## config.mk

```make
export PLATFORM = sky130hd
export DESIGN_NAME = arith_expression_tokenizer
export DESIGN_NICKNAME = d
export VERILOG_FILES = /design/src/aet_pkg.sv /design/src/arith_expression_tokenizer.sv /design/src/aet_front.sv /design/src/aet_queue.sv /design/src/aet_back.sv
export VERILOG_INCLUDE_DIRS = /design/src /design/src/src
export SDC_FILE = /design/constraint.sdc
export NUM_CORES = 1
export LEC_CHECK = 0
export ABC_AREA = 1
export BUFFER_PORTS_ARGS = -buffer_cell sky130_fd_sc_hd__buf_2
export CAP_MARGIN = 20
export CORE_ASPECT_RATIO = 1.25
export CORE_MARGIN = 5
export CORE_UTILIZATION = 37
export CTS_CLUSTER_DIAMETER = 80
export DETAILED_ROUTE_END_ITERATION = 6
export GPL_TIMING_DRIVEN = 0
export HOLD_SLACK_MARGIN = 0.02
export PLACE_DENSITY = 0.55
export SYNTH_ARGS = -nofsm -noshare
export SYNTH_HDL_FRONTEND = slang
export SYNTH_SLANG_ARGS = --single-unit
```

## constraint.sdc

```tcl
create_clock -name aclk -period 11.7 [get_ports aclk]
set_input_delay 1.17 -clock aclk [delete_from_list [all_inputs] [get_ports aclk]]
set_output_delay 1.17 -clock aclk [all_outputs]
set_load 0.02 [all_outputs]
```

## src/arith_expression_tokenizer_defines.svh

```systemverilog
// Assertion macros used by the tokenizer back end
`ifndef ARITH_EXPRESSION_TOKENIZER_DEFINES_SVH
`define ARITH_EXPRESSION_TOKENIZER_DEFINES_SVH

// same-cycle implication, disabled while reset is asserted
`define AET_ASSERT_IMPL(lbl, clk, rstn, ante, cons) \
    lbl: assert property (@(posedge clk) disable iff (!rstn) (ante) |-> (cons)) \
        else $error("aet check failed");

// next-cycle implication, disabled while reset is asserted
`define AET_ASSERT_NEXT(lbl, clk, rstn, ante, cons) \
    lbl: assert property (@(posedge clk) disable iff (!rstn) (ante) |=> (cons)) \
        else $error("aet check failed");

`endif

```

## src/aet_pkg.sv

```systemverilog
// Types and constants shared by the tokenizer modules
package aet_pkg;

    typedef enum logic [3:0] {
        TK_NUMBER = 4'd0,
        TK_SPACE  = 4'd1,
        TK_PLUS   = 4'd2,
        TK_MINUS  = 4'd3,
        TK_STAR   = 4'd4,
        TK_SLASH  = 4'd5,
        TK_OPEN   = 4'd6,
        TK_CLOSE  = 4'd7,
        TK_BAD    = 4'd8,
        TK_END    = 4'd9
    } token_kind_t;

    typedef enum logic [1:0] {
        RUN_NONE  = 2'd0,
        RUN_NUM   = 2'd1,
        RUN_SPACE = 2'd2
    } run_kind_t;

    typedef enum logic [1:0] {
        CLS_END   = 2'd0,
        CLS_DIGIT = 2'd1,
        CLS_SPACE = 2'd2,
        CLS_TOKEN = 2'd3
    } byte_class_t;

    localparam logic [7:0] CH_NUL   = 8'h00;
    localparam logic [7:0] CH_TAB   = 8'h09;
    localparam logic [7:0] CH_CR    = 8'h0D;
    localparam logic [7:0] CH_SPACE = 8'h20;
    localparam logic [7:0] CH_OPEN  = 8'h28;
    localparam logic [7:0] CH_CLOSE = 8'h29;
    localparam logic [7:0] CH_STAR  = 8'h2A;
    localparam logic [7:0] CH_PLUS  = 8'h2B;
    localparam logic [7:0] CH_MINUS = 8'h2D;
    localparam logic [7:0] CH_SLASH = 8'h2F;
    localparam logic [7:0] CH_ZERO  = 8'h30;
    localparam logic [7:0] CH_NINE  = 8'h39;

    localparam logic [15:0] LEN_MAX = 16'hFFFF;

    typedef struct packed {
        byte_class_t cls;
        token_kind_t kind;
        logic [3:0]  digit;
        logic [7:0]  bad_byte;
    } fe_item_t;

    typedef struct packed {
        token_kind_t kind;
        logic [15:0] start;
        logic [15:0] length;
        logic [63:0] value;
        logic        error;
        logic [7:0]  bad_byte;
        logic        last;
    } result_t;

endpackage

```

## src/arith_expression_tokenizer.sv

```systemverilog
// A byte's first token beat is registered in the queue, then in the output register.
// Throughput: one byte per cycle while the output is not stalled; a byte that closes a
// run and makes its own token yields two beats (output register, hold slot) and stalls
// the run tracker until the hold slot drains; the value*10+digit step is combinational.
// Reset: aresetn (synchronous, active low) clears run state, position and the queue.
// Top level: arithmetic expression tokenizer
module arith_expression_tokenizer #(
    parameter int POSITION_BITS = 16
) (
    input  logic        aclk,
    input  logic        aresetn,
    input  logic        s_valid,
    output logic        s_ready,
    input  logic [7:0]  s_char_byte,
    input  logic        s_end_marker,
    output logic        m_valid,
    input  logic        m_ready,
    output logic [3:0]  m_token_kind,
    output logic [15:0] m_token_start,
    output logic [15:0] m_token_length,
    output logic [63:0] m_number_value,
    output logic        m_error_flag,
    output logic [7:0]  m_bad_byte,
    output logic        m_last_result
);
    import aet_pkg::*;

    localparam int ITEM_W = $bits(fe_item_t);

    logic              q_ready, q_push, q_valid, q_pop;
    fe_item_t          push_item, head_item;
    logic [ITEM_W-1:0] head_data;
    result_t           res;

    aet_front u_front (
        .s_valid      (s_valid),
        .s_ready      (s_ready),
        .s_char_byte  (s_char_byte),
        .s_end_marker (s_end_marker),
        .q_ready      (q_ready),
        .q_push       (q_push),
        .q_item       (push_item)
    );

    aet_queue #(
        .WIDTH (ITEM_W),
        .DEPTH (2)
    ) u_queue (
        .aclk      (aclk),
        .aresetn   (aresetn),
        .in_push   (q_push),
        .in_data   (push_item),
        .in_ready  (q_ready),
        .out_pop   (q_pop),
        .out_data  (head_data),
        .out_valid (q_valid)
    );

    assign head_item = fe_item_t'(head_data);

    aet_back #(
        .POSITION_BITS (POSITION_BITS)
    ) u_back (
        .aclk      (aclk),
        .aresetn   (aresetn),
        .q_valid   (q_valid),
        .q_item    (head_item),
        .q_pop     (q_pop),
        .out_valid (m_valid),
        .out_ready (m_ready),
        .out_res   (res)
    );

    assign m_token_kind   = res.kind;
    assign m_token_start  = res.start;
    assign m_token_length = res.length;
    assign m_number_value = res.value;
    assign m_error_flag   = res.error;
    assign m_bad_byte     = res.bad_byte;
    assign m_last_result  = res.last;

endmodule

```

## src/aet_front.sv

```systemverilog
// Front end: accepts source bytes and classifies them
module aet_front (
    input  logic              s_valid,
    output logic              s_ready,
    input  logic [7:0]        s_char_byte,
    input  logic              s_end_marker,
    input  logic              q_ready,
    output logic              q_push,
    output aet_pkg::fe_item_t q_item
);
    import aet_pkg::*;

    logic [7:0] digit_diff;

    assign s_ready    = q_ready;
    assign q_push     = s_valid && q_ready;
    assign digit_diff = s_char_byte - CH_ZERO;

    always_comb begin
        q_item.cls      = CLS_TOKEN;
        q_item.kind     = TK_BAD;
        q_item.digit    = digit_diff[3:0];
        q_item.bad_byte = 8'd0;
        if (s_end_marker || s_char_byte == CH_NUL) begin
            q_item.cls = CLS_END;
            q_item.kind = TK_END;
        end else if (s_char_byte >= CH_ZERO && s_char_byte <= CH_NINE) begin
            q_item.cls = CLS_DIGIT;
            q_item.kind = TK_NUMBER;
        end else if (s_char_byte == CH_SPACE ||
                     (s_char_byte >= CH_TAB && s_char_byte <= CH_CR)) begin
            q_item.cls = CLS_SPACE;
            q_item.kind = TK_SPACE;
        end else begin
            case (s_char_byte)
                CH_PLUS:  q_item.kind = TK_PLUS;
                CH_MINUS: q_item.kind = TK_MINUS;
                CH_STAR:  q_item.kind = TK_STAR;
                CH_SLASH: q_item.kind = TK_SLASH;
                CH_OPEN:  q_item.kind = TK_OPEN;
                CH_CLOSE: q_item.kind = TK_CLOSE;
                default: begin
                    q_item.kind     = TK_BAD;
                    q_item.bad_byte = s_char_byte;
                end
            endcase
        end
    end

endmodule

```

## src/aet_queue.sv

```systemverilog
// Small flop-based queue between classifier and run tracker
module aet_queue #(
    parameter int WIDTH = 18,
    parameter int DEPTH = 2
) (
    input  logic             aclk,
    input  logic             aresetn,
    input  logic             in_push,
    input  logic [WIDTH-1:0] in_data,
    output logic             in_ready,
    input  logic             out_pop,
    output logic [WIDTH-1:0] out_data,
    output logic             out_valid
);
    localparam int PTR_W = (DEPTH > 1) ? $clog2(DEPTH) : 1;
    localparam int CNT_W = $clog2(DEPTH + 1);

    logic [WIDTH-1:0] mem_reg [DEPTH];
    logic [PTR_W-1:0] wr_ptr_reg, wr_ptr_next;
    logic [PTR_W-1:0] rd_ptr_reg, rd_ptr_next;
    logic [CNT_W-1:0] count_reg, count_next;

    assign in_ready  = (count_reg != CNT_W'(DEPTH));
    assign out_valid = (count_reg != '0);
    assign out_data  = mem_reg[rd_ptr_reg];

    always_comb begin
        wr_ptr_next = wr_ptr_reg;
        rd_ptr_next = rd_ptr_reg;
        count_next  = count_reg;
        if (in_push) begin
            wr_ptr_next = (wr_ptr_reg == PTR_W'(DEPTH - 1)) ? '0 : wr_ptr_reg + 1'b1;
        end
        if (out_pop) begin
            rd_ptr_next = (rd_ptr_reg == PTR_W'(DEPTH - 1)) ? '0 : rd_ptr_reg + 1'b1;
        end
        if (in_push && !out_pop) begin
            count_next = count_reg + 1'b1;
        end else if (out_pop && !in_push) begin
            count_next = count_reg - 1'b1;
        end
    end

    always_ff @(posedge aclk) begin
        if (!aresetn) begin
            wr_ptr_reg <= '0;
            rd_ptr_reg <= '0;
            count_reg  <= '0;
        end else begin
            wr_ptr_reg <= wr_ptr_next;
            rd_ptr_reg <= rd_ptr_next;
            count_reg  <= count_next;
        end
    end

    always_ff @(posedge aclk) begin
        if (in_push) begin
            mem_reg[wr_ptr_reg] <= in_data;
        end
    end

endmodule

```

## src/aet_back.sv

```systemverilog
// Back end: run tracking, number accumulation and token output
`include "arith_expression_tokenizer_defines.svh"

module aet_back #(
    parameter int POSITION_BITS = 16
) (
    input  logic              aclk,
    input  logic              aresetn,
    input  logic              q_valid,
    input  aet_pkg::fe_item_t q_item,
    output logic              q_pop,
    output logic              out_valid,
    input  logic              out_ready,
    output aet_pkg::result_t  out_res
);
    import aet_pkg::*;

    localparam int SW = (POSITION_BITS > 16) ? POSITION_BITS : 16;
    localparam logic [POSITION_BITS-1:0] POS_MAX = '1;

    run_kind_t                run_kind_reg, run_kind_next;
    logic [POSITION_BITS-1:0] run_start_reg, run_start_next;
    logic [15:0]              run_length_reg, run_length_next;
    logic [63:0]              run_value_reg, run_value_next;
    logic                     run_ovf_reg, run_ovf_next;
    logic [POSITION_BITS-1:0] pos_reg, pos_next;
    logic                     out_valid_reg, out_valid_next;
    result_t                  out_reg, out_next;
    logic                     hold_valid_reg, hold_valid_next;
    result_t                  hold_reg, hold_next;

    logic [63:0]              base_value;
    logic [67:0]              acc;
    logic                     acc_ovf;
    logic [POSITION_BITS-1:0] pos_inc;
    logic [15:0]              len_inc;
    logic                     has_run, flush_now, emit_flush, emit_own, out_free;
    result_t                  flush_res, own_res, r_first, r_second;
    logic [1:0]               n_res;

    function automatic logic [15:0] sat_pos(input logic [POSITION_BITS-1:0] p);
        logic [SW-1:0] e;
        e = SW'(p);
        return (e > SW'(LEN_MAX)) ? LEN_MAX : e[15:0];
    endfunction

    assign out_free   = !out_valid_reg || out_ready;
    assign q_pop      = q_valid && !hold_valid_reg && out_free;
    assign out_valid  = out_valid_reg;
    assign out_res    = out_reg;

    // value*10 + digit, top nibble flags overflow
    assign base_value = (run_kind_reg == RUN_NUM) ? run_value_reg : 64'd0;
    assign acc        = 68'({base_value, 3'b000}) + 68'({base_value, 1'b0})
                      + 68'(q_item.digit);
    assign acc_ovf    = |acc[67:64];
    assign pos_inc    = (pos_reg == POS_MAX) ? pos_reg : pos_reg + 1'b1;
    assign len_inc    = (run_length_reg == LEN_MAX) ? run_length_reg
                                                    : run_length_reg + 1'b1;
    assign has_run    = (run_kind_reg != RUN_NONE);

    always_comb begin
        case (q_item.cls)
            CLS_END:   flush_now = 1'b1;
            CLS_DIGIT: flush_now = (run_kind_reg != RUN_NUM);
            CLS_SPACE: flush_now = (run_kind_reg != RUN_SPACE);
            CLS_TOKEN: flush_now = 1'b1;
            default:   flush_now = 1'b1;
        endcase
        emit_flush = flush_now && has_run;
        emit_own   = (q_item.cls == CLS_END) || (q_item.cls == CLS_TOKEN);
        n_res      = {1'b0, emit_flush} + {1'b0, emit_own};

        flush_res.kind     = (run_kind_reg == RUN_NUM) ? TK_NUMBER : TK_SPACE;
        flush_res.start    = sat_pos(run_start_reg);
        flush_res.length   = run_length_reg;
        flush_res.value    = (run_kind_reg == RUN_NUM) ? run_value_reg : 64'd0;
        flush_res.error    = (run_kind_reg == RUN_NUM) && run_ovf_reg;
        flush_res.bad_byte = 8'd0;
        flush_res.last     = !emit_own;

        own_res.kind     = q_item.kind;
        own_res.start    = sat_pos(pos_reg);
        own_res.length   = (q_item.cls == CLS_END) ? 16'd0 : 16'd1;
        own_res.value    = 64'd0;
        own_res.error    = (q_item.cls == CLS_TOKEN) && (q_item.kind == TK_BAD);
        own_res.bad_byte = q_item.bad_byte;
        own_res.last     = 1'b1;

        r_first  = emit_flush ? flush_res : own_res;
        r_second = own_res;
    end

    always_comb begin
        run_kind_next   = run_kind_reg;
        run_start_next  = run_start_reg;
        run_length_next = run_length_reg;
        run_value_next  = run_value_reg;
        run_ovf_next    = run_ovf_reg;
        pos_next        = pos_reg;
        if (q_pop) begin
            case (q_item.cls)
                CLS_END: begin
                    run_kind_next   = RUN_NONE;
                    run_start_next  = '0;
                    run_length_next = '0;
                    run_value_next  = '0;
                    run_ovf_next    = 1'b0;
                    pos_next        = '0;
                end
                CLS_DIGIT: begin
                    if (run_kind_reg != RUN_NUM) begin
                        run_kind_next   = RUN_NUM;
                        run_start_next  = pos_reg;
                        run_length_next = 16'd1;
                        run_ovf_next    = acc_ovf;
                    end else begin
                        run_length_next = len_inc;
                        run_ovf_next    = run_ovf_reg || acc_ovf;
                    end
                    run_value_next = acc_ovf ? '1 : acc[63:0];
                    pos_next       = pos_inc;
                end
                CLS_SPACE: begin
                    if (run_kind_reg != RUN_SPACE) begin
                        run_kind_next   = RUN_SPACE;
                        run_start_next  = pos_reg;
                        run_length_next = 16'd1;
                        run_value_next  = '0;
                        run_ovf_next    = 1'b0;
                    end else begin
                        run_length_next = len_inc;
                    end
                    pos_next = pos_inc;
                end
                default: begin
                    run_kind_next   = RUN_NONE;
                    run_start_next  = '0;
                    run_length_next = '0;
                    run_value_next  = '0;
                    run_ovf_next    = 1'b0;
                    pos_next        = pos_inc;
                end
            endcase
        end
    end

    // output register plus one holding slot for the second beat of a pair
    always_comb begin
        out_valid_next  = out_valid_reg && !out_ready;
        out_next        = out_reg;
        hold_valid_next = hold_valid_reg;
        hold_next       = hold_reg;
        if (hold_valid_reg && out_free) begin
            out_next        = hold_reg;
            out_valid_next  = 1'b1;
            hold_valid_next = 1'b0;
        end else if (q_pop && n_res != 2'd0) begin
            out_next        = r_first;
            out_valid_next  = 1'b1;
            hold_next       = r_second;
            hold_valid_next = (n_res == 2'd2);
        end
    end

    always_ff @(posedge aclk) begin
        if (!aresetn) begin
            run_kind_reg   <= RUN_NONE;
            run_start_reg  <= '0;
            run_length_reg <= '0;
            run_value_reg  <= '0;
            run_ovf_reg    <= 1'b0;
            pos_reg        <= '0;
            out_valid_reg  <= 1'b0;
            hold_valid_reg <= 1'b0;
        end else begin
            run_kind_reg   <= run_kind_next;
            run_start_reg  <= run_start_next;
            run_length_reg <= run_length_next;
            run_value_reg  <= run_value_next;
            run_ovf_reg    <= run_ovf_next;
            pos_reg        <= pos_next;
            out_valid_reg  <= out_valid_next;
            hold_valid_reg <= hold_valid_next;
        end
    end

    always_ff @(posedge aclk) begin
        out_reg  <= out_next;
        hold_reg <= hold_next;
    end

    `AET_ASSERT_IMPL(a_hold_needs_out, aclk, aresetn, hold_valid_reg, out_valid_reg)
    `AET_ASSERT_IMPL(a_pair_order, aclk, aresetn, hold_valid_reg, !out_reg.last && hold_reg.last)
    `AET_ASSERT_NEXT(a_end_clears_pos, aclk, aresetn, q_pop && q_item.cls == CLS_END, pos_reg == '0)
    `AET_ASSERT_IMPL(a_idle_run_empty, aclk, aresetn, run_kind_reg == RUN_NONE, run_length_reg == '0)

endmodule

```

Word-level counts from Yosys, hierarchy flattened
Memory sizes are Yosys's and may differ from the RTL's. A register that Yosys moved wholly into a read port is not among the register bits.
Index checks and enable logic that the tools add are counted.
- register bits after elaboration: 276
- bits in writable memories: 36
- input bits: 13
- output and inout bits: 112
- word-level logic and storage cells: 148
- memories kept: 1
- memory list (memory ; depth ; width ; read ports ; clocked after memory_dff ; write ports ; RTL line ; source):
    u_queue.mem_reg ; 2 ; 18 ; 1 ; 1 ; 1 ; aet_queue.sv:18 ; logic [WIDTH-1:0] mem_reg [DEPTH];
- add/subtract/negate cells: 10
- order comparisons: 6
- equality and inequality tests: 21
- muxes and demuxes: 46
- bitwise gates (word level): 2
- reduce and logical (&&, ||, !) cells: 39
- operators by type and width (cell ; count):
    2-to-1 mux 110 bit ; 3
    2-to-1 mux 64 bit ; 3
    2-to-1 mux 16 bit ; 9
    one-hot mux 64 bit (2 select lines) ; 1
    adder 67 x 65 -> 68 bit ; 1
    adder 68 x 4 -> 68 bit ; 1
    one-hot mux 16 bit (2 select lines) ; 2
    equality test 8 x 6 -> 1 bit (second input constant) ; 7
    adder 16 x 1 -> 16 bit (second input constant) ; 2
    equality test 16 bit (second input constant) ; 2
    > comparator 16 bit (second input constant) ; 2
    2-to-1 mux 8 bit ; 4
    one-hot mux 4 bit (6 select lines) ; 1
    logical AND 1 bit ; 13
    2-to-1 mux 1 bit ; 13
    2-to-1 mux 6 bit ; 2
    nonzero test 2 bit ; 5
    >= comparator 8 x 4 -> 1 bit (second input constant) ; 1
    >= comparator 8 x 6 -> 1 bit (second input constant) ; 1
    less-or-equal comparator 8 x 4 -> 1 bit (second input constant) ; 1
    less-or-equal comparator 8 x 6 -> 1 bit (second input constant) ; 1
    logical NOT 8 bit ; 1
    2-to-1 mux 2 bit ; 4
    equality test 2 bit (second input constant) ; 3
    22 further kinds ; 41

Longest topological paths before layout
Gate-level depths: netlist of the first run.
- depth after elaboration: 9
- gate-level depth with buffers: 28
- mapped depth without buffers: 24

Cells and area by module
From an unflattened synthesis of the first run, not the netlist that was laid out.
- cells, all modules: 2577
- area total of the unflattened synthesis: 20021.7 µm²
- modules (own cells, without submodules) (module ; times used ; cells an instance ; area an instance (µm²) ; sequential area each (µm²)):
    aet_back ; 1 ; 2414 ; 18079.8 ; 6546.3
    aet_queue ; 1 ; 91 ; 1580.3 ; 1181.1
    aet_front ; 1 ; 72 ; 361.6 ; 0.0

Least setup slack after synthesis of the first run
Ideal clock, no wire load.
- path kind: reg-to-reg
- start point: reg (tool-made name)
- end point: reg u_back.out_reg (netlist bit u_back.out_res[0]), enable pin
- setup time: 1.001 ns
- arrival: 3.886 ns
- data required time: 10.699 ns
- setup slack: 6.812 ns
- cell stages (with the launch flop): 13
- buffers on the path: 2
- clock period less this slack: 4.888 ns
- path through: dfxtp_1 clkbuf_1 clkbuf_1 nand2_1 o21ai_0 inv_1 ha_1 inv_1 nand3_1 nand2_1 inv_1 o21ai_0 nand2_1
- RTL lines (what ; RTL line ; source):
    end signal, assigned ; aet_back.sv:189 ; out_reg <= out_next;
    end, declared ; aet_back.sv:28 ; result_t out_reg, out_next;

Final worst setup path of the first run
- start point: reg u_back.run_kind_reg[1]
- end point: reg u_back.run_value_reg[57]
- cells in the longest elaborated chain, start to end: 7
- elaborated cells on any way between the ends: 10
- classes of those cells: add/sub (2); eq/ne (3); mux (3); reduce/logical (2)
- ends and longest elaborated chain (what ; RTL line ; source):
    start, declared ; aet_back.sv:21 ; run_kind_t run_kind_reg, run_kind_next;
    start signal, assigned ; aet_back.sv:177 ; run_kind_reg <= run_kind_next;
    equality test 2 x 1 -> 1 bit ; aet_back.sv:53 ; assign base_value = (run_kind_reg == RUN_NUM) ? run_value_reg : 64'd0;
    2-to-1 mux 64 bit ; aet_back.sv:53 ;
    adder 67 x 65 -> 68 bit ; aet_back.sv:54 ; assign acc = 68'({base_value, 3'b000}) + 68'({base_value, 1'b0})
    adder 68 x 4 -> 68 bit ; aet_back.sv:55 ; + 68'(q_item.digit);
    OR reduction 4 bit ; aet_back.sv:56 ; assign acc_ovf = |acc[67:64];
    2-to-1 mux 64 bit ; aet_back.sv:121 ; run_value_next = acc_ovf ? '1 : acc[63:0];
    one-hot mux 64 bit (2 select lines) ; aet_back.sv:102 ; case (q_item.cls)
    end signal, assigned ; aet_back.sv:180 ; run_value_reg <= run_value_next;
    end, declared ; aet_back.sv:24 ; logic [63:0] run_value_reg, run_value_next;
Several ways; a longest one is shown, not always the timed one.
A chain may end at the register's enable or synchronous reset.

==> impl_summary.txt, run 1 <==
----------------------------------------------------
[Run status]
  Run status ... finished, violations left
  Violations in the final reports ... DRC

[Power]
  Leakage power of the design ... 9.84 nW
  Worst voltage drop across the vdd grid ... 0.189 mV
  Cell Pwr Density ... 173 nW/um^2

[Clock tree]
  Num Clock Sinks ... 298
  TritonCTS clock tree ... built
  Clock-pin slew reported for the worst setup and hold paths after clock tree synthesis ... 0.06 ns
  Total of cells resized after clock tree synthesis ... 0
  H-tree level count ... 1
  Clock tree buffer depth ... 3
  Hold bufs inserted after CTS ... 0
  Root buffer cell ... sky130_fd_sc_hd__clkbuf_16
  Latest clock arrival within the worst-skew pair ... 0.60 ns
  Total CTS buffers ... 30
  Post-CTS setup buffers ... 0

[Floorplan]
  Chip Height ... 264 um
  Initial cell density of the core ... 0.373
  Core Rows ... 93
  Area of the core ... 51400 um^2
  Overall die area ... 56500 um^2
  Die X ... 214 um
  Total I/O pin count ... 125

[Placement]
  Worst-case setup slack after placement ... 6.24 ns
  DP Cell Count ... 3309
  Port Buf Inserts ... 124
  HPWL after detailed placement ... 44.6 mm
  Post-place instance area ... 20700 um^2
  Weighted congestion at the end of routability-driven global placement ... 0.932

[STA]
  Final min period ... 5.34 ns
  Number of slew-limit violations in the final report ... 0
  Worst relative slew slack ... 0.215
  Fin worst setup slack ... 6.36 ns
  Fmax ... 187 MHz
  Largest clock skew in the final design ... 0.0136 ns
  Count of endpoints failing setup in the final report ... 0
  Final critical-path share of the clock period ... 0.456
  Hold Violations, Final ... 0
  Worst Tran Pin Value ... 1.18 ns
  Sum of negative setup slack ... 0 ns
  RSZ-0062 raised after global routing ... no

[Synthesis]
  Part of the Yosys area used for sequential elements ... 0.403
  Number of distinct library cells after synthesis ... 52
  Count leader, synth ... sky130_fd_sc_hd__nand2_1
  Post-synth ARST share ... 0
  Cell types with the highest counts after synthesis ... sky130_fd_sc_hd__nand2_1, sky130_fd_sc_hd__inv_1, sky130_fd_sc_hd__nor2_1
  Cell types occupying the most area after synthesis ... sky130_fd_sc_hd__edfxtp_1, sky130_fd_sc_hd__nand2_1, sky130_fd_sc_hd__dfxtp_1
  Number of cells produced by synthesis ... 2516
  Area of the mapped netlist ... 19200 um^2
  Post-synthesis net count ... 2666
  Synthesized area divided by synthesized cell count ... 7.62 um^2
  EDFF count, synth ... 176
  Synth top area share ... 0.276
  Total number of yosys warnings ... 0
  Flip-flop and latch count after synthesis ... 298
  Ys flop type ... sky130_fd_sc_hd__edfxtp_1
  Post-synth top area cell ... sky130_fd_sc_hd__edfxtp_1

[Critical path]
  Crit path required time ... 12.16 ns
  Setup CP Type ... reg -> reg
  Worst reg-to-reg setup slack ... 6.36 ns
  Worst endpoint data arrival time ... 5.80 ns
  Kind of end point of the critical path ... register
  Nature of the critical path startpoint ... register
  Worst r2r dst ... u_back.run_value_reg[57]$_SDFFE_PN0P_
  Max Fanout on Critical Path ... 10
  Start of the worst register-to-register path ... u_back.run_kind_reg[1]$_SDFFE_PN0P_
  R2r worst-path depth ... 26
  CP endpoint ... u_back.run_value_reg[57]$_SDFFE_PN0P_
  Critical path origin ... u_back.run_kind_reg[1]$_SDFFE_PN0P_

[Cells and area]
  Antenna fix cells ... 0
  Fraction of layout cells with a size suffix above 1 ... 0.135
  Layout-stage area growth over the synthesis result ... 13.3%
  Multi-input gate area in the final layout ... 9600 um^2
  Filler Cells Inserted ... 5384
  Final net count ... 2826
  Register Area ... 7730 um^2
  Cell Count, Final, Fillers Out ... 3365
  Max FFs per register ... 110
  Finished Cell Area ... 21700 um^2

[Worst hold path]
  Min-Delay Path Class ... reg -> reg
  Hold path startpoint ... u_back.run_value_reg[5]$_SDFFE_PN0P_

[Detailed routing]
  Wire per inst ... 16.4 um
  Drt total wl ... 55.3 mm
  Number of DRC violations after detailed-routing iteration 0 ... 908
  Via count of the routed design ... 16400
  Remaining number of nets flagged by the antenna check after routing ... 0
  Detailed-route vias per instance ... 4.86
  First-pass iteration count of the detailed router ... 7
  Post-detailed-route DRC marker count ... 2

[GRT]
  First-pass GRT wire length ... 86.9 mm
  Number of antenna violations at the first check in global routing ... 0
  Via count of the first global-routing pass ... 16300
  Total track usage ... 0.192
  Remaining global-route overflow ... 0
  Largest net degree at the start of global routing ... 68

[Flow run]
  Max_cap viols ... 0

----------------------------------------------------
-- worst max-delay path, stage by stage (launching register included) --
cell and delay [ns]:
sky130_fd_sc_hd__dfxtp_1 0.32, sky130_fd_sc_hd__inv_2 0.05, sky130_fd_sc_hd__nand2_1 0.23, sky130_fd_sc_hd__clkbuf_1 0.85, sky130_fd_sc_hd__clkbuf_1 0.46, sky130_fd_sc_hd__nor2_1 0.17
sky130_fd_sc_hd__fa_1 0.58, sky130_fd_sc_hd__inv_1 0.06, sky130_fd_sc_hd__fa_1 0.45, sky130_fd_sc_hd__inv_1 0.13, sky130_fd_sc_hd__nand2_1 0.06, sky130_fd_sc_hd__nand2_1 0.05
sky130_fd_sc_hd__nand3_1 0.09, sky130_fd_sc_hd__nand2_2 0.13, sky130_fd_sc_hd__nand2_1 0.07, sky130_fd_sc_hd__nand2_2 0.12, sky130_fd_sc_hd__nand2_1 0.08, sky130_fd_sc_hd__nand2_2 0.14
sky130_fd_sc_hd__nand2_1 0.09, sky130_fd_sc_hd__nand3_1 0.08, sky130_fd_sc_hd__nand2_1 0.06, sky130_fd_sc_hd__nor2_2 0.18, sky130_fd_sc_hd__buf_6 0.27, sky130_fd_sc_hd__buf_6 0.21
sky130_fd_sc_hd__nand3_2 0.09, sky130_fd_sc_hd__nand2_1 0.08, sky130_fd_sc_hd__a21oi_2 0.05
-- how the worst min path moves through the flow --
stage,cells after the start,slack (ns),end
detailed placement,0,0.45,u_back.hold_reg[92]$_DFFE_PP_
finish,2,0.47,u_back.run_value_reg[5]$_SDFFE_PN0P_
global placement,1,0.43,u_queue.rd_ptr_reg$_SDFFE_PN0P_
floorplan,1,0.43,register
CTS,0,0.47,u_back.hold_reg[92]$_DFFE_PP_
global route,2,0.48,u_back.run_value_reg[51]$_SDFFE_PN0P_
-- cells by family after synthesis --
group / share of synthesized area
AO/OA/AOI/OAI: 0.103
XOR/XNOR: 0.0197
adder cells (fa/ha/maj): 0.0902
buffers and inverters: 0.0966
flip-flops: 0.403
multiplexers: 0.00281
AND/OR/NAND/NOR: 0.284
-- where the power goes --
part / internal (mW) / switching, mW / total, mW
clock: 0.538 / 0.432 / 0.970
sequential: 1.52 / 0.0785 / 1.60
combinational: 0.286 / 0.912 / 1.20
-- per-stage QoR --
stage | utilization | power (mW) | hold WS, ns
after floorplan | - | 2.38 | 0.425
after global placement | 0.401 | 2.83 | 0.435
after detailed placement | 0.403 | 2.84 | 0.447
after CTS | 0.422 | 3.83 | 0.466
after global routing | 0.422 | 3.98 | 0.482
final | 0.422 | 3.76 | 0.466
-- cell usage in the layout, fill, tap and decap left out, types with 21 or more instances in the layout --
cell                          n
sky130_fd_sc_hd__a21oi_1    123
sky130_fd_sc_hd__a21oi_2     54
sky130_fd_sc_hd__buf_2      132
sky130_fd_sc_hd__clkbuf_1    46
sky130_fd_sc_hd__clkbuf_16   30
sky130_fd_sc_hd__dfxtp_1    122
sky130_fd_sc_hd__edfxtp_1   176
sky130_fd_sc_hd__ha_1       135
sky130_fd_sc_hd__inv_1      362
sky130_fd_sc_hd__inv_2       22
sky130_fd_sc_hd__nand2_1    715
sky130_fd_sc_hd__nand3_1     71
sky130_fd_sc_hd__nand3_2     51
sky130_fd_sc_hd__nand3b_1    21
sky130_fd_sc_hd__nor2_1     314
sky130_fd_sc_hd__nor3_1      37
sky130_fd_sc_hd__o21ai_0     65
sky130_fd_sc_hd__o21bai_1    24
sky130_fd_sc_hd__xnor2_1     33
-- metal layers --
| metal | track usage | vias up | share of wire |
|---|---|---|---|
| met2 | 0.358 | 307 | 0.51 |
| met4 | 0.0659 | 0 | 0.036 |
| met5 | 0 | - | 0 |
| met1 | 0.226 | 7554 | 0.41 |
| li1 | - | 8405 | - |
| met3 | 0.0195 | 86 | 0.037 |
-- layout make-up --
type	instances	share of cell area
Clock inverter	20	0.00865
Clock buffer	36	0.0370
Inverter	387	0.0669
Buffer	66	0.0184
Multi-Input combinational cell	1765	0.442
Timing Repair Buffer	128	0.0325
Sequential cell	298	0.356
Tap cell	665	0.0383
No activity file was read; power rests on OpenSTA's default activity.
==> inputs of run 2 (changes only) <==
--- a/config.mk
+++ b/config.mk
@@ -6,7 +6,7 @@
 export SDC_FILE = /design/constraint.sdc
 export NUM_CORES = 1
 export LEC_CHECK = 0
-export ABC_AREA = 1
+export ABC_AREA = 0
 export BUFFER_PORTS_ARGS = -buffer_cell sky130_fd_sc_hd__buf_2
 export CAP_MARGIN = 20
 export CORE_ASPECT_RATIO = 1.25
==> constraint.sdc (replaced) <==
create_clock -name aclk -period 5.58 [get_ports aclk]
set_input_delay 0.558 -clock aclk [delete_from_list [all_inputs] [get_ports aclk]]
set_output_delay 0.558 -clock aclk [all_outputs]
set_load 0.02 [all_outputs]
==> run 2 against run 1 <==
Net effect:
- the flow now finishes without violations
- register-to-register slack got worse by 6.1 ns
- routed wire length fell by 17%
- clock power rose by 140%
- count of clock-buffer cells in the layout rose by 5
- design area fell by 9.3%
- die area fell by 11%
- critical path type unchanged
- largest power group unchanged
==> impl_summary.txt, run 2 <==
----------------------------------------------------
[Run status]
  Run status ... completed

[Worst hold path]
  Worst Hold Path Cells ... 1 (-1)
  Min-Delay Path Class ... in -> reg
  Hold path startpoint ... s_char_byte[2]

[Synthesis]
  Post-synthesis net count ... 1937 (-27%)
  Synthesized area divided by synthesized cell count ... 9.51 um^2 (+25%)
  Count leader, synth ... sky130_fd_sc_hd__nand2_1
  Post-synth top area cell ... sky130_fd_sc_hd__edfxtp_1
  Cell types with the highest counts after synthesis ... sky130_fd_sc_hd__nand2_1, sky130_fd_sc_hd__edfxtp_1, sky130_fd_sc_hd__o21ai_0
  EDFF count, synth ... 176 (unchanged)
  Flip-flop and latch count after synthesis ... 298 (unchanged)
  Part of the Yosys area used for sequential elements ... 0.455 (+0.0513)
  Cell types occupying the most area after synthesis ... sky130_fd_sc_hd__edfxtp_1, sky130_fd_sc_hd__dfxtp_1, sky130_fd_sc_hd__ha_1
  Number of cells produced by synthesis ... 1787 (-29%)
  Ys flop type ... sky130_fd_sc_hd__edfxtp_1
  Total number of yosys warnings ... 0 (unchanged)
  Synth top area share ... 0.311 (+0.0351)
  Post-synth ARST share ... 0 (unchanged)
  Area of the mapped netlist ... 17000 um^2 (-11%)
  Number of distinct library cells after synthesis ... 78 (+50%)

[Detailed routing]
  Via count of the routed design ... 13500 (-17%)
  Number of DRC violations after detailed-routing iteration 0 ... 711 (-22%)
  Remaining number of nets flagged by the antenna check after routing ... 0 (unchanged)
  Drt total wl ... 45.9 mm (-17%)
  First-pass iteration count of the detailed router ... 7 (unchanged)
  Wire per inst ... 18.0 um (+9.4%)
  Detailed-route vias per instance ... 5.29 (+8.8%)
  Post-detailed-route DRC marker count ... 0 (-2)

[Critical path]
  Count of cell instances traversed by the critical path ... 18 (-31%)
  Setup CP Type ... reg -> reg
  Kind of end point of the critical path ... register
  Critical path origin ... u_back.run_kind_reg[0]$_SDFFE_PN0P_
  R2r worst-path depth ... 18 (-31%)
  Cell with the largest stage delay on the worst path ... sky130_fd_sc_hd__or4_4
  Crit path required time ... 6.00 ns (-6.16 ns)
  Start of the worst register-to-register path ... u_back.run_kind_reg[0]$_SDFFE_PN0P_
  Worst endpoint data arrival time ... 5.79 ns (about the same)
  Largest delay share family, worst path ... compound AO/OA/AOI/OAI gates
  CP cell instances ... nor2b_4 > clkbuf_8 > clkbuf_4 > and2_1 > fa_1 > ha_1 > a211oi_1 > o21ai_0 > a21oi_1 > a21oi_1 > o2bb2ai_1 > a31oi_4 > nor4_1 > or4_4 > buf_6 > and2_4 > buf_6 > a211o_1
  Worst reg-to-reg setup slack ... 0.22 ns (-6.14 ns)
  Max stage delay on crit path ... 0.53 ns (-0.32 ns)
  Number of buffer and inverter stages on the critical path ... 4 (-3)
  Nature of the critical path startpoint ... register
  Max Fanout on Critical Path ... 19 (+9)

[Power]
  Leakage power of the design ... 8.53 nW (-13%)
  Final total power ... 7.47 mW (+98%)
  Gate power share ... 0.265 (-0.053)
  P_sw ... 2.58 mW (+81%)
  Internal power summed over all cells ... 4.90 mW (+110%)
  Part of the total power dissipated in the clock network ... 0.312 (+0.054)
  Switching Share ... 0.345 (-0.0330)
  Worst voltage drop across the vdd grid ... 0.225 mV (+19%)
  Cell Pwr Density ... 379 nW/um^2 (+120%)
  Register share of total power ... 0.423 (about the same)

[Floorplan]
  Area of the core ... 45300 um^2 (-12%)
  Initial cell density of the core ... 0.375 (+0.00280)
  Core Rows ... 87 (-6.5%)
  Die X ... 202 um (-5.5%)
  Chip Height ... 250 um (-5.6%)
  Total I/O pin count ... 125 (unchanged)
  Overall die area ... 50400 um^2 (-11%)

[GRT]
  Via count of the first global-routing pass ... 13600 (-16%)
  Total track usage ... 0.177 (-0.0143)
  Largest net degree at the start of global routing ... 59 (-13%)
  First-pass GRT wire length ... 73.3 mm (-16%)
  Number of antenna violations at the first check in global routing ... 1 (+1)
  Remaining global-route overflow ... 0 (unchanged)

[Cells and area]
  Antenna fix cells ... 0 (unchanged)
  Finished Cell Area ... 19700 um^2 (-9.3%)
  Fraction of layout cells with a size suffix above 1 ... 0.127 (-0.00847)
  Most common library cell in the layout ignoring fill and taps ... sky130_fd_sc_hd__nand2_1
  Max FFs per register ... 110 (unchanged)
  Post-route core utilization ... 0.435 (+0.0130)
  Commonest cells after routing, fill and taps aside ... sky130_fd_sc_hd__nand2_1, sky130_fd_sc_hd__edfxtp_1, sky130_fd_sc_hd__o21ai_0, sky130_fd_sc_hd__ha_1, sky130_fd_sc_hd__buf_2
  Layout-stage area growth over the synthesis result ... 15.9%
  Final net count ... 2097 (-26%)

[Clock tree]
  Root buffer cell ... sky130_fd_sc_hd__clkbuf_16
  Clock-pin slew reported for the worst setup and hold paths after clock tree synthesis ... 0.06 ns (about the same)
  Num Clock Sinks ... 298 (unchanged)
  Latest clock arrival within the worst-skew pair ... 0.54 ns (-0.06 ns)
  TritonCTS clock tree ... built
  H-tree level count ... 2 (+1)
  Total CTS buffers ... 34 (+13%)
  Clock tree buffer depth ... 3 (unchanged)

[STA]
  Number of slew-limit violations in the final report ... 0 (unchanged)
  Hold slack final ... 0.242 ns (-0.224 ns)
  Final min period ... 5.36 ns (+0.0244 ns)
  Final critical-path share of the clock period ... 0.961 (+0.505)
  Largest clock skew in the final design ... 0.0177 ns (+0.00409 ns)
  RSZ-0062 raised after global routing ... no
  Hold Violations, Final ... 0 (unchanged)
  Fmax ... 186 MHz (-0.45%)
  Worst relative slew slack ... 0.295 (+0.0803)
  Worst Tran Pin Value ... 1.05 ns (-0.129 ns)
  Count of endpoints failing setup in the final report ... 0 (unchanged)

[Placement]
  HPWL after detailed placement ... 34.6 mm (-22%)
  Port Buf Inserts ... 124 (unchanged)
  Weighted congestion at the end of routability-driven global placement ... 0.901 (-3.3%)
  Post-place instance area ... 18400 um^2 (-11%)

[Flow run]
  Max_cap viols ... 0 (unchanged)

----------------------------------------------------
[run 2: cell count changes in the layout (fill, tap and decap cells not counted), moves of 52 or more]
cell | before | now
sky130_fd_sc_hd__and3_1 | 1 | 72
sky130_fd_sc_hd__inv_1 | 362 | 42
sky130_fd_sc_hd__a21oi_2 | 54 | 2
sky130_fd_sc_hd__o21ai_0 | 65 | 153
sky130_fd_sc_hd__nand2_1 | 715 | 272
sky130_fd_sc_hd__nor2_1 | 314 | 71
sky130_fd_sc_hd__and2_1 | 1 | 93
[run 2: repair_timing]
| item | 4_1_cts | 5_1_grt |
|---|---|---|
| resized for setup | 11 | 18 |
| pin swaps | 0 | 1 |
| endpoints found under the setup margin | 65 | 65 |
| setup buffers | 0 | 2 |
| hold buffers | 0 | 0 |
| gates cloned | 0 | 0 |
[run 2: logic make-up (layout without fill, tap and decap cells)]
family / count (synthesis) / in the layout / synth area share
AOI/OAI and AO/OA: 423 / 423 / 0.150
xor gates and xnor gates: 77 / 77 / 0.0397
adders and majority gates: 138 / 138 / 0.102
buffers and inverters: 142 / 328 / 0.0333
DFF: 298 / 298 / 0.455
muxes: 36 / 36 / 0.0223
and+or+nand+nor: 673 / 673 / 0.198
[run 2: worst paths after layout]
kind                                           endpoint
hold reg to reg   u_back.run_value_reg[37]$_SDFFE_PN0P_
setup / recovery  u_back.run_value_reg[58]$_SDFFE_PN0P_
hold / removal         u_queue.mem_reg[1][10]$_DFFE_PP_
setup reg to reg  u_back.run_value_reg[58]$_SDFFE_PN0P_
[run 2: power groups by stage]
stage	logic, mW	registers [mW]	clock network [mW]
floorplan	0.744	3.64	0
finish	1.98	3.16	2.33
global route	2.15	3.22	2.49
global placement	1.92	3.23	0
detailed placement	2.01	3.21	0
CTS	2.01	3.17	2.40
[run 2: metal layers]
| metal | part of all wire | track usage |
|---|---|---|
| met5 | 0 | 0 |
| met4 | 0.031 | 0.0602 |
| met2 | 0.48 | 0.305 |
| met3 | 0.038 | 0.0248 |
| met1 | 0.45 | 0.230 |
[run 2: stage by stage]
step	std cells	setup TNS, ns	setup WS [ns]
5_1_grt	2551	0	0.0663
4_1_cts	2551	0	0.0467
6_report	2551	0	0.217
2_1_floorplan	1787	0	0.572
3_5_place_dp	2492	-60.23	-1.22
3_3_place_gp	2489	-205.11	-1.33
[run 2: layout make-up]
cell class                 count  area [um^2]
multi-input combinational   1347         8790
fill                        4435        25600
sequential                   298         7730
tap                          578          723
buffer                        95          413
timing repair buffer         129          706
inverter                      42          158
clock buffer                  41          960
clock inverter                21          220
[run 2: worst register-to-register path: stages, from the launching register on]
cell and delay, ns:
sky130_fd_sc_hd__dfxtp_1 0.39, sky130_fd_sc_hd__nor2b_4 0.25, sky130_fd_sc_hd__clkbuf_8 0.26, sky130_fd_sc_hd__clkbuf_4 0.28, sky130_fd_sc_hd__and2_1 0.24, sky130_fd_sc_hd__fa_1 0.47
sky130_fd_sc_hd__ha_1 0.33, sky130_fd_sc_hd__a211oi_1 0.32, sky130_fd_sc_hd__o21ai_0 0.32, sky130_fd_sc_hd__a21oi_1 0.22, sky130_fd_sc_hd__a21oi_1 0.17, sky130_fd_sc_hd__o2bb2ai_1 0.26
sky130_fd_sc_hd__a31oi_4 0.33, sky130_fd_sc_hd__nor4_1 0.10, sky130_fd_sc_hd__or4_4 0.53, sky130_fd_sc_hd__buf_6 0.21, sky130_fd_sc_hd__and2_4 0.18, sky130_fd_sc_hd__buf_6 0.14
sky130_fd_sc_hd__a211o_1 0.26
